$ cat config.mk
export PLATFORM = sky130hd
export DESIGN_NAME = dns_hostname_validator_core
export DESIGN_NICKNAME = d
export VERILOG_FILES = /design/src/rtl/core/dhv_pkg.sv /design/src/rtl/core/dns_hostname_validator_core.sv /design/src/rtl/core/dhv_front.sv /design/src/rtl/core/dhv_queue.sv /design/src/rtl/core/dhv_back.sv
export SDC_FILE = /design/constraint.sdc
export NUM_CORES = 1
export LEC_CHECK = 0
export BUFFER_PORTS_ARGS = -buffer_cell sky130_fd_sc_hd__buf_2
export CAP_MARGIN = 20
export CELL_PAD_IN_SITES_DETAIL_PLACEMENT = 1
export CELL_PAD_IN_SITES_GLOBAL_PLACEMENT = 2
export CORE_UTILIZATION = 37
export CTS_CLUSTER_DIAMETER = 200
export DETAILED_ROUTE_END_ITERATION = 8
export GPL_TIMING_DRIVEN = 1
export PLACE_DENSITY = 0.78
export SETUP_SLACK_MARGIN = 0.02
export SYNTH_ARGS = -nofsm -noshare
export SYNTH_HDL_FRONTEND = slang
export SYNTH_HIERARCHICAL = 1
export SYNTH_SLANG_ARGS = --single-unit
export TNS_END_PERCENT = 30
$ cat constraint.sdc
create_clock -name clk -period 3.05 [get_ports clk]
set_input_delay 0.7625 -clock clk [delete_from_list [all_inputs] [get_ports clk]]
set_output_delay 0.7625 -clock clk [all_outputs]
set_load 0.02 [all_outputs]
$ cat src/rtl/core/dhv_pkg.sv
// ----------------------------------------------------------------------------
// dhv_pkg
// Shared types and constants for the host name checker.
// ----------------------------------------------------------------------------
package dhv_pkg;

  localparam int unsigned QUEUE_DEPTH_DEFAULT = 4;

  localparam logic [7:0] MAX_NAME_RESET = 8'd253;
  localparam logic [6:0] LABEL_MAX      = 7'd63;
  localparam logic [8:0] BYTE_SAT       = 9'd511;
  localparam logic [6:0] LABEL_SAT      = 7'd127;

  localparam logic [7:0] CHAR_DOT    = 8'h2e;
  localparam logic [7:0] CHAR_HYPHEN = 8'h2d;
  localparam logic [7:0] CHAR_LOW_A  = 8'h61;
  localparam logic [7:0] CHAR_LOW_Z  = 8'h7a;
  localparam logic [7:0] CHAR_DIG_0  = 8'h30;
  localparam logic [7:0] CHAR_DIG_9  = 8'h39;

  typedef struct packed {
    logic last;
    logic is_dot;
    logic is_hyphen;
    logic bad_char;
  } byte_class_t;

endpackage

$ cat src/rtl/core/dns_hostname_validator_core.sv
// ----------------------------------------------------------------------------
// dns_hostname_validator_core
// Checks a streamed host name and gives one verdict per name.
//
// Input channel: name_byte and last_byte, one word per cycle, moved by
// byte_valid / byte_stall. Output channel: name_ok, moved by
// result_valid / result_stall, one word per name, on its final byte only.
// cfg_we writes cfg_wdata into the maximum name length (reset 253).
// Throughput is one byte per cycle while byte_stall is low. The final
// byte's class word enters the queue when that byte is taken, and the
// verdict is loaded into the output register when the back part pops it.
// When result_stall holds, the verdict stays put; the back part then halts
// on the next final byte and the queue fills to QUEUE_DEPTH words, that
// final byte among them, before byte_stall rises.
// Synchronous reset empties the queue, clears the name counters and
// result_valid, and restores the maximum length to 253.
// ----------------------------------------------------------------------------
module dns_hostname_validator_core #(
  parameter int unsigned QUEUE_DEPTH = dhv_pkg::QUEUE_DEPTH_DEFAULT
) (
  input  logic       clk,
  input  logic       rst,
  input  logic       cfg_we,
  input  logic [7:0] cfg_wdata,
  input  logic       byte_valid,
  output logic       byte_stall,
  input  logic [7:0] name_byte,
  input  logic       last_byte,
  output logic       result_valid,
  input  logic       result_stall,
  output logic       name_ok
);

  logic                 queue_full;
  logic                 queue_empty;
  logic                 push;
  logic                 pop;
  dhv_pkg::byte_class_t push_word;
  dhv_pkg::byte_class_t pop_word;

  dhv_front u_front (
    .byte_valid (byte_valid),
    .byte_stall (byte_stall),
    .name_byte  (name_byte),
    .last_byte  (last_byte),
    .queue_full (queue_full),
    .push       (push),
    .push_word  (push_word)
  );

  dhv_queue #(
    .DEPTH (QUEUE_DEPTH)
  ) u_queue (
    .clk       (clk),
    .rst       (rst),
    .push      (push),
    .push_word (push_word),
    .full      (queue_full),
    .pop       (pop),
    .pop_word  (pop_word),
    .empty     (queue_empty)
  );

  dhv_back u_back (
    .clk          (clk),
    .rst          (rst),
    .cfg_we       (cfg_we),
    .cfg_wdata    (cfg_wdata),
    .queue_empty  (queue_empty),
    .head         (pop_word),
    .pop          (pop),
    .result_valid (result_valid),
    .result_stall (result_stall),
    .name_ok      (name_ok)
  );

endmodule

$ cat src/rtl/core/dhv_front.sv
// ----------------------------------------------------------------------------
// dhv_front
// Accepts name bytes and sorts each into a class word for the queue.
// ----------------------------------------------------------------------------
module dhv_front (
  input  logic                 byte_valid,
  output logic                 byte_stall,
  input  logic [7:0]           name_byte,
  input  logic                 last_byte,
  input  logic                 queue_full,
  output logic                 push,
  output dhv_pkg::byte_class_t push_word
);

  logic lower;
  logic digit;
  logic hyphen;
  logic dot;

  always_comb begin
    lower  = (name_byte >= dhv_pkg::CHAR_LOW_A) && (name_byte <= dhv_pkg::CHAR_LOW_Z);
    digit  = (name_byte >= dhv_pkg::CHAR_DIG_0) && (name_byte <= dhv_pkg::CHAR_DIG_9);
    hyphen = (name_byte == dhv_pkg::CHAR_HYPHEN);
    dot    = (name_byte == dhv_pkg::CHAR_DOT);
  end

  assign byte_stall = queue_full;
  assign push       = byte_valid && !queue_full;

  always_comb begin
    push_word.last      = last_byte;
    push_word.is_dot    = dot;
    push_word.is_hyphen = hyphen;
    push_word.bad_char  = !(lower || digit || hyphen || dot);
  end

endmodule

$ cat src/rtl/core/dhv_queue.sv
// ----------------------------------------------------------------------------
// dhv_queue
// Short queue of class words between the front and back parts.
// ----------------------------------------------------------------------------
module dhv_queue #(
  parameter int unsigned DEPTH = dhv_pkg::QUEUE_DEPTH_DEFAULT
) (
  input  logic                 clk,
  input  logic                 rst,
  input  logic                 push,
  input  dhv_pkg::byte_class_t push_word,
  output logic                 full,
  input  logic                 pop,
  output dhv_pkg::byte_class_t pop_word,
  output logic                 empty
);

  localparam int unsigned PTR_W = (DEPTH > 1) ? $clog2(DEPTH) : 1;
  localparam int unsigned CNT_W = $clog2(DEPTH + 1);
  localparam logic [PTR_W-1:0] PTR_LAST = PTR_W'(DEPTH - 1);
  localparam logic [CNT_W-1:0] CNT_FULL = CNT_W'(DEPTH);

  dhv_pkg::byte_class_t mem [DEPTH];
  logic [PTR_W-1:0] wr_ptr;
  logic [PTR_W-1:0] rd_ptr;
  logic [CNT_W-1:0] count;

  assign full     = (count == CNT_FULL);
  assign empty    = (count == '0);
  assign pop_word = mem[rd_ptr];

  always_ff @(posedge clk) begin
    if (push) begin
      mem[wr_ptr] <= push_word;
    end
  end

  always_ff @(posedge clk) begin
    if (rst) begin
      wr_ptr <= '0;
      rd_ptr <= '0;
      count  <= '0;
    end else begin
      if (push) begin
        wr_ptr <= (wr_ptr == PTR_LAST) ? '0 : wr_ptr + 1'b1;
      end
      if (pop) begin
        rd_ptr <= (rd_ptr == PTR_LAST) ? '0 : rd_ptr + 1'b1;
      end
      case ({push, pop})
        2'b10:   count <= count + 1'b1;
        2'b01:   count <= count - 1'b1;
        default: count <= count;
      endcase
    end
  end

  a_no_overfill: assert property (@(posedge clk) disable iff (rst)
    full |-> !push) else $error("queue written while full");

  a_no_underrun: assert property (@(posedge clk) disable iff (rst)
    empty |-> !pop) else $error("queue read while empty");

endmodule

$ cat src/rtl/core/dhv_back.sv
// ----------------------------------------------------------------------------
// dhv_back
// Tracks counters and label rules per name and registers the verdict.
// ----------------------------------------------------------------------------
module dhv_back (
  input  logic                 clk,
  input  logic                 rst,
  input  logic                 cfg_we,
  input  logic [7:0]           cfg_wdata,
  input  logic                 queue_empty,
  input  dhv_pkg::byte_class_t head,
  output logic                 pop,
  output logic                 result_valid,
  input  logic                 result_stall,
  output logic                 name_ok
);

  logic [7:0] max_name_bytes;
  logic [8:0] byte_count;
  logic [6:0] label_count;
  logic       prev_was_hyphen;
  logic       seen_bad;

  logic [8:0] byte_count_next;
  logic [6:0] label_count_next;
  logic       prev_was_hyphen_next;
  logic       seen_bad_next;
  logic [6:0] label_inc;
  logic       slot_free;
  logic       ok_next;

  assign slot_free = !result_valid || !result_stall;
  assign pop       = !queue_empty && (!head.last || slot_free);

  always_comb begin
    byte_count_next = (byte_count < dhv_pkg::BYTE_SAT) ? byte_count + 1'b1 : byte_count;
    label_inc = (label_count < dhv_pkg::LABEL_SAT) ? label_count + 1'b1 : label_count;
    seen_bad_next = seen_bad;
    if (head.is_dot) begin
      if ((label_count == '0) || (label_count > dhv_pkg::LABEL_MAX) || prev_was_hyphen
          || head.last) begin
        seen_bad_next = 1'b1;
      end
      label_count_next     = '0;
      prev_was_hyphen_next = 1'b0;
    end else begin
      if (head.bad_char || (head.is_hyphen && (label_count == '0))) begin
        seen_bad_next = 1'b1;
      end
      if (head.last && ((label_inc > dhv_pkg::LABEL_MAX) || head.is_hyphen)) begin
        seen_bad_next = 1'b1;
      end
      label_count_next     = label_inc;
      prev_was_hyphen_next = head.is_hyphen;
    end
    ok_next = !seen_bad_next && (byte_count_next <= {1'b0, max_name_bytes});
  end

  always_ff @(posedge clk) begin
    if (rst) begin
      max_name_bytes <= dhv_pkg::MAX_NAME_RESET;
    end else if (cfg_we) begin
      max_name_bytes <= cfg_wdata;
    end
  end

  always_ff @(posedge clk) begin
    if (rst) begin
      byte_count      <= '0;
      label_count     <= '0;
      prev_was_hyphen <= 1'b0;
      seen_bad        <= 1'b0;
    end else if (pop) begin
      if (head.last) begin
        byte_count      <= '0;
        label_count     <= '0;
        prev_was_hyphen <= 1'b0;
        seen_bad        <= 1'b0;
      end else begin
        byte_count      <= byte_count_next;
        label_count     <= label_count_next;
        prev_was_hyphen <= prev_was_hyphen_next;
        seen_bad        <= seen_bad_next;
      end
    end
  end

  always_ff @(posedge clk) begin
    if (rst) begin
      result_valid <= 1'b0;
    end else if (pop && head.last) begin
      result_valid <= 1'b1;
    end else if (!result_stall) begin
      result_valid <= 1'b0;
    end
  end

  always_ff @(posedge clk) begin
    if (pop && head.last) begin
      name_ok <= ok_next;
    end
  end

  a_clear_after_last: assert property (@(posedge clk) disable iff (rst)
    (pop && head.last) |=> (byte_count == '0) && (label_count == '0) && !seen_bad)
    else $error("name state not cleared after final word");

  a_no_overwrite: assert property (@(posedge clk) disable iff (rst)
    (result_valid && result_stall) |-> !(pop && head.last))
    else $error("verdict overwritten while held");

endmodule

## Yosys cells after proc, flatten, opt, wreduce, memory -nomap -nowiden

Memories as Yosys holds them, arrays and structs flattened. A register that Yosys moved wholly into a read port is not among the register bits.
Index checks and enable logic that the tools add are counted.

- Add/sub/neg operators: 6
- Multipliers: 0
- Div/mod/pow operators: 0
- Magnitude comparators: 9
- Eq/ne operators: 8
- Shifts and indexed selects: 0
- Mux-type cells: 21
- Bitwise operators: 0
- Reductions and logical operators: 28

Operators by type and width:

| cell | number |
|---|---|
| $mux W7 | 3 |
| $mux W9 | 2 |
| $eq A8 B6 Y1 const B | 2 |
| $gt A7 B6 Y1 const B | 2 |
| $mux W1 | 11 |
| $logic_or A1 B1 Y1 | 10 |
| $add A9 B1 Y9 const B | 1 |
| $le A9 B8 Y1 | 1 |
| $lt A9 B9 Y1 const B | 1 |
| $ge A8 B6 Y1 const B | 1 |
| $ge A8 B7 Y1 const B | 1 |
| $le A8 B6 Y1 const B | 1 |
| $le A8 B7 Y1 const B | 1 |
| $logic_and A1 B1 Y1 | 8 |
| $mux W2 | 4 |
| $add A7 B1 Y7 const B | 1 |
| $logic_not A1 Y1 | 7 |
| $logic_not A7 Y1 | 1 |
| $lt A7 B7 Y1 const B | 1 |
| $eq A2 B2 Y1 const B | 3 |
| $pmux W3 S2 | 1 |
| $add A2 B1 Y2 const B | 2 |
| $add A3 B1 Y3 const B | 1 |
| $eq A3 B3 Y1 const B | 1 |
| 5 further kinds | 5 |

- Flip-flop bits (word level): 35
- Bits in latches: 0
- Bits in writable memories: 16
- ROM bits: 0
- Output and inout port bits: 3
- Memories kept: 1

Memories:

| memory | words | width | rd ports | clocked after memory_dff | write ports | line | RTL |
|---|---|---|---|---|---|---|---|
| u_queue.mem | 4 | 4 | 1 | 1 | 1 | dhv_queue.sv:23 | `dhv_pkg::byte_class_t mem [DEPTH];` |

## Longest topological paths before layout

Gate-level depths: netlist (run 1).

- Depth in word-level cells: 9
- Mapped depth: 11
- Depth with buffers taken out: 11

## Hierarchy

The synthesis (run 1) kept the hierarchy.

Modules (own cells, without submodules):

| module | instances | cells an instance | area an instance (µm²) | sequential area each (µm²) |
|---|---|---|---|---|
| dhv_back | 1 | 207 | 1660.3 | 570.5 |
| dhv_queue | 1 | 68 | 1026.0 | 660.6 |
| dhv_front | 1 | 20 | 128.9 | 0.0 |

## Least setup slack after synthesis (run 1)

OpenSTA, ideal clock, no wires.

- Path type: flip-flop to flip-flop
- Start point: reg with a tool-made name
- End point: reg u_queue.count[2]
- Arrival time: 2707 ps
- Slack: 273 ps
- Stages on the path, launching flop included: 11
- Buffers on the path: 1
- Period minus slack after synthesis: 2777 ps
- Cell sequence: dfxtp_1 > mux4_1 > buf_6 > a31o_4 > inv_1 > ha_1 > inv_1 > fa_1 > xor2_1 > or3_1 > a21oi_1

RTL lines:

| what | line | RTL |
|---|---|---|
| to (signal assigned) | dhv_queue.sv:51 | `2'b10: count <= count + 1'b1;` |
| to (signal assigned) | dhv_queue.sv:52 | `2'b01: count <= count - 1'b1;` |
| to (signal assigned) | dhv_queue.sv:53 | `default: count <= count;` |
| to (decl) | dhv_queue.sv:26 | `logic [CNT_W-1:0] count;` |

==> impl_metrics.env, run 1 <==
export IMPL_coreArea_mm2=0.00729
export IMPL_wirelength_um=6040
export IMPL_insertion_delay_ps=310
export IMPL_first_pass_iters=4
export IMPL_path_delay_family="multiplexers"
export IMPL_diodes=0
export IMPL_cts_tree="yes"
export IMPL_synth_top_cell_area_share_pct=25.6
export IMPL_synth_edff_count=17
export IMPL_rows=31
export IMPL_synth_area_leaders="dfxtp_1 26%, edfxtp_1 18%, ha_1 7.6%"
export IMPL_min_path_type="reg2reg"
export IMPL_pwr_density_cell_mw_per_mm2=713
export IMPL_die_h_um=89.2
export IMPL_cts_resized=0
export IMPL_cp_max_fo=4
export IMPL_synth_top_family_by_area="simple AND/OR/NAND/NOR gates"
export IMPL_antenna_found_initial=0
export IMPL_die_w_um=89.2
export IMPL_grt_pass1_wl_um=9960
export IMPL_hold_viol=0
export IMPL_synthAdderAreaFrac_pct=8.27
export IMPL_rsz0062_at_grt="false"
export IMPL_min_path_cells=2
export IMPL_post_cts_buffers=0
export IMPL_synth_mux_area_share_pct=5.24
export IMPL_start_util_pct=38.6
export IMPL_vias=2169
export IMPL_slew_headroom_pct=62.7
export IMPL_max_cap_viol_count=0
export IMPL_pre_cts_ws_ps=361
export IMPL_clock_path_buffers=2
export IMPL_synth_top_area_cell="dfxtp_1"
export IMPL_synthesis_nets=335
export IMPL_synth_xor_area_share_pct=2.49
export IMPL_yosysWarnings=6
export IMPL_synth_avg_cell_area_um2=9.54
export IMPL_synth_ff_type="dfxtp_1"
export IMPL_place_port_buffers=24
export IMPL_dieArea_mm2=0.00796
export IMPL_root_buffer="clkbuf_8"
export IMPL_crit_chain="mux4_1 > a31o_4 > inv_1 > ha_1 > inv_1 > fa_1 > xor2_1 > or3_1 > a21oi_1"
export IMPL_cp_buffers_inverters=2
export IMPL_skew_ps=3.69
export IMPL_ys_ff_latch=53
export IMPL_numCtsBuffers=5
export IMPL_worst_path_most_repeated_cell="inv_1"
export IMPL_hold_buffers=0
export IMPL_nFillCells=880
export IMPL_syn_inst=295
export IMPL_slowest_delay_ps=630
export IMPL_outcome="finished clean"
export IMPL_grt_max_degree=23
export IMPL_wl_per_cell_um=14.4
export IMPL_fin_nets=360
export IMPL_cp_required_ps=3300
export IMPL_setup_worst_path_start_class="flip-flop"
export IMPL_layout_min_cycle_time_ps=2670
export IMPL_slew_violations=0
export IMPL_overflow=0
export IMPL_yosys_area_share_simple_pct=19.4
export IMPL_fin_ws_ps=375
export IMPL_cts_sinks=53
export IMPL_path_clk_slew_ps=100
export IMPL_layout_drive_gt1_share_pct=13.7
export IMPL_drc=0
export IMPL_cp_arrival_ps=2920
export IMPL_irDropWorstVdd_mv=0.325
export IMPL_p_leak_nw=1.25
export IMPL_viasPerCell=5.16
export IMPL_timing_fmax_ghz=0.374
export IMPL_cp_depth=9
export IMPL_end_kind="flip-flop"
export IMPL_worstSetupPathType="reg2reg"
export IMPL_synth_compound_area_share_pct=15.5
export IMPL_io_pins=25
export IMPL_setup_viol=0
export IMPL_reg2regPathDepth=9
export IMPL_areaGrowthSynthToFinish_pct=11.1
export IMPL_fin_tns_setup_ps=0
export IMPL_synth_cell_types=48
export IMPL_grt_pass1_vias=2109
export IMPL_yosysSeqAreaShare_pct=43.7
export IMPL_globalplace_congestion=0.712
export IMPL_htreeDepth=2
export IMPL_ys_async_sr_fraction_pct=0
export IMPL_finalCritPeriodShare_pct=87.7
export IMPL_worst_pin_slew_ps=553
export IMPL_syn_area_mm2=0.00282
export IMPL_dpl_hpwl_um=4540
export IMPL_grt_use_total_pct=16.4
export IMPL_cp_slowest_cell="mux4_1"
export IMPL_drtAntennaViolNets=0
export IMPL_first_iter_violations=86
[through the flow]
step	hold slack [ps]	instance area, um^2	total power (W)	instances	util (%)
floorplan	436	2820	0.00157	295	-
global placement	448	3030	0.00183	412	41.6
detailed placement	461	3030	0.00184	412	41.6
CTS	476	3130	0.00227	420	42.9
global route	502	3130	0.00241	420	42.9
finish	473	3130	0.00223	420	42.9
[sequential cells by signal, indices dropped and copies added, names as in the netlist, named ones only]
signal                  count
u_back/byte_count           9
u_back/label_count          7
u_back/max_name_bytes       8
u_back/name_ok              1
u_back/prev_was_hyphen      1
u_back/result_valid         1
u_back/seen_bad             1
u_queue/count               3
u_queue/mem                16
u_queue/rd_ptr              2
u_queue/wr_ptr              2
[per-layer routing]
layer | global-route usage (%) | wire length [um] | up-vias
li1 | - | - | 1105
met1 | 21.6 | 2960 | 1029
met5 | 0 | 0 | -
met3 | 2.95 | 169 | 7
met4 | 5.34 | 103 | 0
met2 | 27.3 | 2800 | 28
[synth_stat cells, types with 4 or more instances]
master,count
nand2b_1,4
inv_1,22
edfxtp_1,17
nand4_1,4
a21oi_1,19
o211ai_1,6
nor2_1,31
xor2_1,5
dfxtp_1,36
nor3b_1,5
nand3b_1,4
nand3_1,6
a31oi_1,6
mux2i_1,5
and3_1,6
buf_4,4
nor3_1,7
clkbuf_1,6
nand2_1,24
o21ai_0,16
a211oi_1,4
and2_1,5
ha_1,17
[report_power, final]
group	switching (W)	internal, W	total, W
sequential	0.0000833	0.000835	0.000918
clock	0.000254	0.000167	0.000421
combinational	0.000509	0.000383	0.000893
total	0.000846	0.00139	0.00223
[worst register-to-register path, stage by stage (launching register included)]
cell,delay (ps)
dfxtp_1,460
mux4_1,630
a31o_4,250
inv_1,70
ha_1,180
inv_1,60
fa_1,370
xor2_1,160
or3_1,300
a21oi_1,140
[area by class of cell]
type | instances | area, um^2 | share of cell area, %
clock buffer | 5 | 68.8 | 2.20
clock inverter | 3 | 26.3 | 0.840
inverter | 23 | 86.3 | 2.76
multi-input combinational | 208 | 1430 | 45.8
sequential | 53 | 1230 | 39.4
tap | 99 | 124 | 3.96
timing repair buffer | 29 | 158 | 5.04
[final timing paths]
kind / startpoint / endpoint / slack [ps]
hold reg to reg: u_back/seen_bad / u_back/seen_bad / 470
setup / recovery: flip-flop / u_queue/count[2] / 380
setup reg to reg: flip-flop / u_queue/count[2] / 380
hold / removal: u_back/seen_bad / u_back/seen_bad / 470
[cell families after synthesis]
kind of cell,Yosys count
XOR/XNOR,8
AND/OR/NAND/NOR,108
adder cells (fa/ha/maj),18
flip-flops,53
buffers and inverters,34
multiplexers,9
AO/OA/AOI/OAI,65
[cells in the final DEF (no fill, tap or decap), drive strengths merged, types with 2 or more instances in the layout]
cell type,synthesis,routed
ha,17,17
nand3,7,7
inv,22,23
a22oi,3,3
mux4,4,4
clkinvlp,0,2
clkbuf,6,5
a31oi,6,6
dfxtp,36,36
a2111oi,2,2
nand3b,4,4
or4,3,3
buf,5,29
nand4,4,4
and3,6,6
xor2,5,5
xnor2,3,3
o21ai,16,16
nor3b,5,5
mux2i,5,5
nand2b,4,4
o211ai,6,6
a211oi,4,4
and2,5,5
nor2,31,31
nor3,7,7
edfxtp,17,17
nor2b,3,3
nand2,24,24
a21oi,19,19
Note: power is estimated with default switching activity, not from simulation.
==> run 2: changes to the inputs <==
MAX_ROUTING_LAYER = met4   (was unset)
==> run 2 against run 1 <==
Count of clock-buffer cells in the layout is the same. Highest routed layer unchanged. Critical endpoint unchanged. Via count is essentially flat. Clock skew is essentially flat. Power is essentially flat. Global-route usage grew 0.51 points. Maximum frequency is essentially flat. Register-to-register slack is essentially flat. Critical path depth is the same. Sequential share of layout area is the same.
==> impl_metrics.env, run 2 (synthesis gave the netlist of run 1 again) <==
export IMPL_slew_headroom_pct=62.7
export IMPL_cp_buffers_inverters=2
export IMPL_die_w_um=89.2
export IMPL_use_met3_pct=2.95
export IMPL_first_pass_iters=4
export IMPL_finalInstanceArea_mm2=0.00313
export IMPL_fin_nets=360
export IMPL_nFillCells=880
export IMPL_grt_use_total_pct=16.9
export IMPL_setup_viol=0
export IMPL_root_buffer="clkbuf_8"
export IMPL_areaGrowthSynthToFinish_pct=11.1
export IMPL_die_h_um=89.2
export IMPL_viasPerCell=5.17
export IMPL_htreeDepth=2
export IMPL_vias=2170
export IMPL_wl_per_cell_um=14.4
export IMPL_grt_pass1_vias=2107
export IMPL_finalCritPeriodShare_pct=87.8
export IMPL_crit_chain="mux4_1 > a31o_4 > inv_1 > ha_1 > inv_1 > fa_1 > xor2_1 > or3_1 > a21oi_1"
export IMPL_cts_sinks=53
export IMPL_post_cts_buffers=0
export IMPL_wirelength_um=6040
export IMPL_dpl_hpwl_um=4540
export IMPL_start_util_pct=38.6
export IMPL_min_path_type="reg2reg"
export IMPL_cp_required_ps=3290
export IMPL_slew_violations=0
export IMPL_numCtsBuffers=5
export IMPL_dpl_instance_area_mm2=0.00303
export IMPL_fin_tns_setup_ps=0
export IMPL_fin_ws_ps=374
export IMPL_io_pins=25
export IMPL_place_port_buffers=24
export IMPL_overflow=0
export IMPL_drtAntennaViolNets=0
export IMPL_first_iter_violations=85
export IMPL_pwr_density_cell_mw_per_mm2=713
export IMPL_insertion_delay_ps=310
export IMPL_clock_path_buffers=2
export IMPL_layout_min_cycle_time_ps=2680
export IMPL_antenna_found_initial=0
export IMPL_layout_drive_gt1_share_pct=13.7
export IMPL_worstSetupPathType="reg2reg"
export IMPL_layout_common_cells="36 x dfxtp_1, 31 x nor2_1, 24 x buf_2, 24 x nand2_1, 22 x inv_1"
export IMPL_power_w=0.00223
export IMPL_coreArea_mm2=0.00729
export IMPL_globalplace_congestion=0.720
export IMPL_gr_usage_met2_pct=27.3
export IMPL_outcome="finished clean"
export IMPL_cp_arrival_ps=2920
export IMPL_largest_reg_flops=16
export IMPL_setup_worst_path_start_class="flip-flop"
export IMPL_rows=31
export IMPL_irDropWorstVdd_mv=0.325
export IMPL_gr_usage_met1_pct=21.6
export IMPL_drc=0
export IMPL_reg_top3="u_queue/mem (16), u_back/byte_count (9), u_back/max_name_bytes (8)"
export IMPL_worst_pin_slew_ps=554
export IMPL_hold_viol=0
export IMPL_grt_max_degree=23
export IMPL_dieArea_mm2=0.00796
export IMPL_grt_pass1_wl_um=9960
export IMPL_path_clk_slew_ps=100
export IMPL_diodes=0
export IMPL_rsz0062_at_grt="false"
export IMPL_pre_cts_ws_ps=361
export IMPL_hold_buffers=0
export IMPL_cp_max_fo=4
export IMPL_grt_busiest_layer="met2"
export IMPL_slowest_delay_ps=630
export IMPL_cp_slowest_cell="mux4_1"
export IMPL_cts_tree="yes"
export IMPL_largest_register="u_queue/mem"
export IMPL_end_kind="flip-flop"
export IMPL_cts_resized=0
export IMPL_worst_path_most_repeated_cell="inv_1"
export IMPL_layout_commonest_cell="dfxtp_1"
export IMPL_p_leak_nw=1.25
export IMPL_skew_ps=3.68
export IMPL_path_delay_family="multiplexers"
export IMPL_max_cap_viol_count=0
export IMPL_timing_fmax_ghz=0.374
run 2: per-stage QoR:
stage	instances	hold WS [ps]	utilization [%]
after floorplan	295	436	-
after global placement	412	448	41.6
after detailed placement	412	461	41.6
after CTS	420	476	42.9
after global routing	420	502	42.9
final	420	473	42.9
run 2: worst min-delay path: cells and delay by family, from the launching register on:
kind,cells,cell delay [ps]
DFF,1,330
AOI/OAI and AO/OA,1,50
and+or+nand+nor,1,50
run 2: worst paths after layout:
path | start | to | slack (ps) | depth (start not counted)
setup / recovery | flip-flop | u_queue/count[2] | 370 | 9
hold / removal | u_back/seen_bad | u_back/seen_bad | 470 | 2
setup reg to reg | flip-flop | u_queue/count[2] | 370 | 9
hold reg to reg | u_back/seen_bad | u_back/seen_bad | 470 | 2
run 2: layout make-up:
| cell class | instances | area (um^2) | share of cell area, % |
|---|---|---|---|
| clock inverters | 3 | 26.3 | 0.840 |
| multi-input cells | 208 | 1430 | 45.8 |
| repair buffers | 29 | 158 | 5.04 |
| clock buffers | 5 | 68.8 | 2.20 |
| flip-flops and latches | 53 | 1230 | 39.4 |
| inverters | 23 | 86.3 | 2.76 |
| well taps | 99 | 124 | 3.96 |
run 2: per-layer routing:
layer,up-vias,routed length (um)
li1,1105,-
met2,27,2810
met5,-,0
met4,0,105
met1,1031,2990
met3,7,144
run 2: power by group:
| group | total, W | switching, W | internal [W] |
|---|---|---|---|
| combinational | 0.000894 | 0.000511 | 0.000383 |
| clock | 0.000420 | 0.000252 | 0.000167 |
| sequential | 0.000918 | 0.0000832 | 0.000835 |
| total | 0.00223 | 0.000846 | 0.00139 |
==> run 3: changes to the inputs <==
CELL_PAD_IN_SITES_DETAIL_PLACEMENT = unset   (was 1)
CELL_PAD_IN_SITES_GLOBAL_PLACEMENT = unset   (was 2)
CORE_MARGIN = 3   (was unset)
CORE_UTILIZATION = 59   (was 37)
PLACE_DENSITY = 0.79   (was 0.78)
==> run 3 against run 2 <==
Combinational power is 1% lower. Largest cell class unchanged. Count of clock-buffer cells in the layout increased by 3. Via count fell by 0.78%. Clock power is 6.2% lower. Critical endpoint unchanged. Global-route usage increased by 4.5 points. Cell area shrank 2.0%. Die area is 29% lower.
==> impl_metrics.env, run 3 (synthesis gave the netlist of run 1 again) <==
export IMPL_outcome="finished clean"
export IMPL_grt_pass1_vias=1993
export IMPL_post_cts_buffers=0
export IMPL_crit_chain="mux4_1 > a31o_4 > inv_1 > ha_1 > inv_1 > fa_1 > xor2_1 > or3_1 > a21oi_1"
export IMPL_grt_max_degree=22
export IMPL_layout_common_cells="36 x dfxtp_1, 31 x nor2_1, 24 x buf_2, 24 x nand2_1, 22 x inv_1"
export IMPL_slowest_delay_ps=650
export IMPL_worst_pin_slew_ps=567
export IMPL_hp_start="u_back/seen_bad"
export IMPL_cts_resized=0
export IMPL_slew_headroom_pct=61.8
export IMPL_htreeDepth=2
export IMPL_slew_violations=0
export IMPL_first_pass_iters=4
export IMPL_min_path_cells=2
export IMPL_die_h_um=75.1
export IMPL_end_kind="flip-flop"
export IMPL_utilization_pct=68.5
export IMPL_cp_buffers_inverters=2
export IMPL_path_clk_slew_ps=90
export IMPL_cp_arrival_ps=3090
export IMPL_gr_usage_met1_pct=26.8
export IMPL_dieArea_mm2=0.00564
export IMPL_p_leak_nw=1.26
export IMPL_rsz0062_at_grt="false"
export IMPL_setup_viol=0
export IMPL_multi_input_area_mm2=0.00143
export IMPL_vias=2153
export IMPL_grt_busiest_layer="met2"
export IMPL_pwr_density_cell_mw_per_mm2=718
export IMPL_max_cap_viol_count=0
export IMPL_coreArea_mm2=0.00447
export IMPL_gr_usage_met2_pct=36.1
export IMPL_r2r_slack_ps=190
export IMPL_antenna_found_initial=0
export IMPL_cp_slowest_cell="mux4_1"
export IMPL_place_port_buffers=24
export IMPL_worstSetupPathType="reg2reg"
export IMPL_use_met3_pct=4.14
export IMPL_diodes=0
export IMPL_cts_tree="yes"
export IMPL_globalplace_congestion=0.814
export IMPL_insertion_delay_ps=290
export IMPL_fin_nets=360
export IMPL_irDropWorstVdd_mv=0.550
export IMPL_cp_required_ps=3280
export IMPL_skew_ps=8.28
export IMPL_overflow=0
export IMPL_switchingPower_w=0.000804
export IMPL_numCtsBuffers=5
export IMPL_clock_path_buffers=2
export IMPL_grt_pass1_wl_um=8990
export IMPL_finalCritPeriodShare_pct=93.9
export IMPL_layout_drive_gt1_share_pct=13.4
export IMPL_worst_path_most_repeated_cell="inv_1"
export IMPL_seq_area_mm2=0.00123
export IMPL_path_delay_family="multiplexers"
export IMPL_p_seq_share_pct=42.0
export IMPL_timing_fmax_ghz=0.349
export IMPL_drc=0
export IMPL_drtAntennaViolNets=0
export IMPL_cts_sinks=53
export IMPL_first_iter_violations=147
export IMPL_cp_max_fo=16
export IMPL_fin_tns_setup_ps=0
export IMPL_grt_use_total_pct=21.4
export IMPL_rows=24
export IMPL_dpl_hpwl_um=4080
export IMPL_p_int_w=0.00140
export IMPL_setup_worst_path_start_class="flip-flop"
export IMPL_reg2regPathDepth=9
export IMPL_hold_viol=0
export IMPL_p_comb_share_pct=40.1
export IMPL_root_buffer="clkbuf_8"
export IMPL_worstReg2RegEnd="u_queue/count[2]"
export IMPL_io_pins=25
export IMPL_wirelength_um=5360
export IMPL_wl_per_cell_um=14.4
export IMPL_largest_reg_flops=16
export IMPL_reg_top3="u_queue/mem (16), u_back/byte_count (9), u_back/max_name_bytes (8)"
export IMPL_viasPerCell=5.77
export IMPL_hold_buffers=0
export IMPL_min_path_type="reg2reg"
export IMPL_nFillCells=368
export IMPL_die_w_um=75.1
export IMPL_areaGrowthSynthToFinish_pct=8.89
export IMPL_largest_register="u_queue/mem"
export IMPL_pwr_share_clk_pct=17.9
export IMPL_start_util_pct=62.9
export IMPL_swShare_pct=36.5
export IMPL_layout_min_cycle_time_ps=2860
export IMPL_hold_end="u_back/seen_bad"
export IMPL_layout_commonest_cell="dfxtp_1"
==> run 3: cell count changes in the layout (fill, tap and decap cells not counted) <==
cell	change
inv_8	-1
clkbuf_8	+1
clkbuf_2	+1
clkbuf_1	+1
clkinvlp_4	-2
==> run 3: layout make-up <==
class	instances	area share, %
Tap cell	52	2.12
Timing Repair Buffer	29	5.14
Multi-Input combinational cell	208	46.8
Inverter	23	2.82
Sequential cell	53	40.2
Clock buffer	8	2.98
==> run 3: worst register-to-register path, delay by kind of cell (launching register included) <==
kind | cells | cell delay (ps)
buffers and inverters | 2 | 170
adder cells (fa/ha/maj) | 2 | 570
flip-flops | 1 | 470
AO/OA/AOI/OAI | 2 | 480
XOR/XNOR | 1 | 160
multiplexers | 1 | 650
AND/OR/NAND/NOR | 1 | 310
==> run 3: power by group through the flow <==
stage	clock, W	sequential, W	combinational [W]
2_1_floorplan	0	0.000927	0.000646
3_3_place_gp	0	0.000928	0.000839
3_5_place_dp	0	0.000941	0.000875
4_1_cts	0.000409	0.000926	0.000885
5_1_grt	0.000448	0.000939	0.000996
6_report	0.000394	0.000925	0.000882
==> run 3: worst max path at each step <==
| stage | startpoint | end | slack (ps) | depth (start not counted) |
|---|---|---|---|---|
| after floorplan | flip-flop | u_queue/count[2] | 270 | 10 |
| after global placement | flip-flop | u_queue/count[2] | 350 | 9 |
| after detailed placement | flip-flop | u_queue/count[2] | 160 | 9 |
| after CTS | flip-flop | u_queue/count[2] | 170 | 9 |
| after global routing | flip-flop | u_queue/count[2] | 20 | 9 |
| final | flip-flop | u_queue/count[2] | 190 | 9 |
==> run 3: metal layers <==
layer / share of wire (%) / up-vias
met5: 0 / -
met4: 0.19 / 0
met3: 3.3 / 2
met2: 51 / 43
met1: 46 / 998
li1: - / 1110
==> run 3: per-stage QoR <==
stage	setup WS, ps	hold slack (ps)	power, W	instances	instance area (um^2)
final	185	469	0.00220	373	3070
after global routing	24.1	495	0.00238	373	3070
after CTS	171	469	0.00222	373	3070
after detailed placement	165	456	0.00182	365	2970
after global placement	355	446	0.00177	365	2970
after floorplan	273	436	0.00157	295	2820
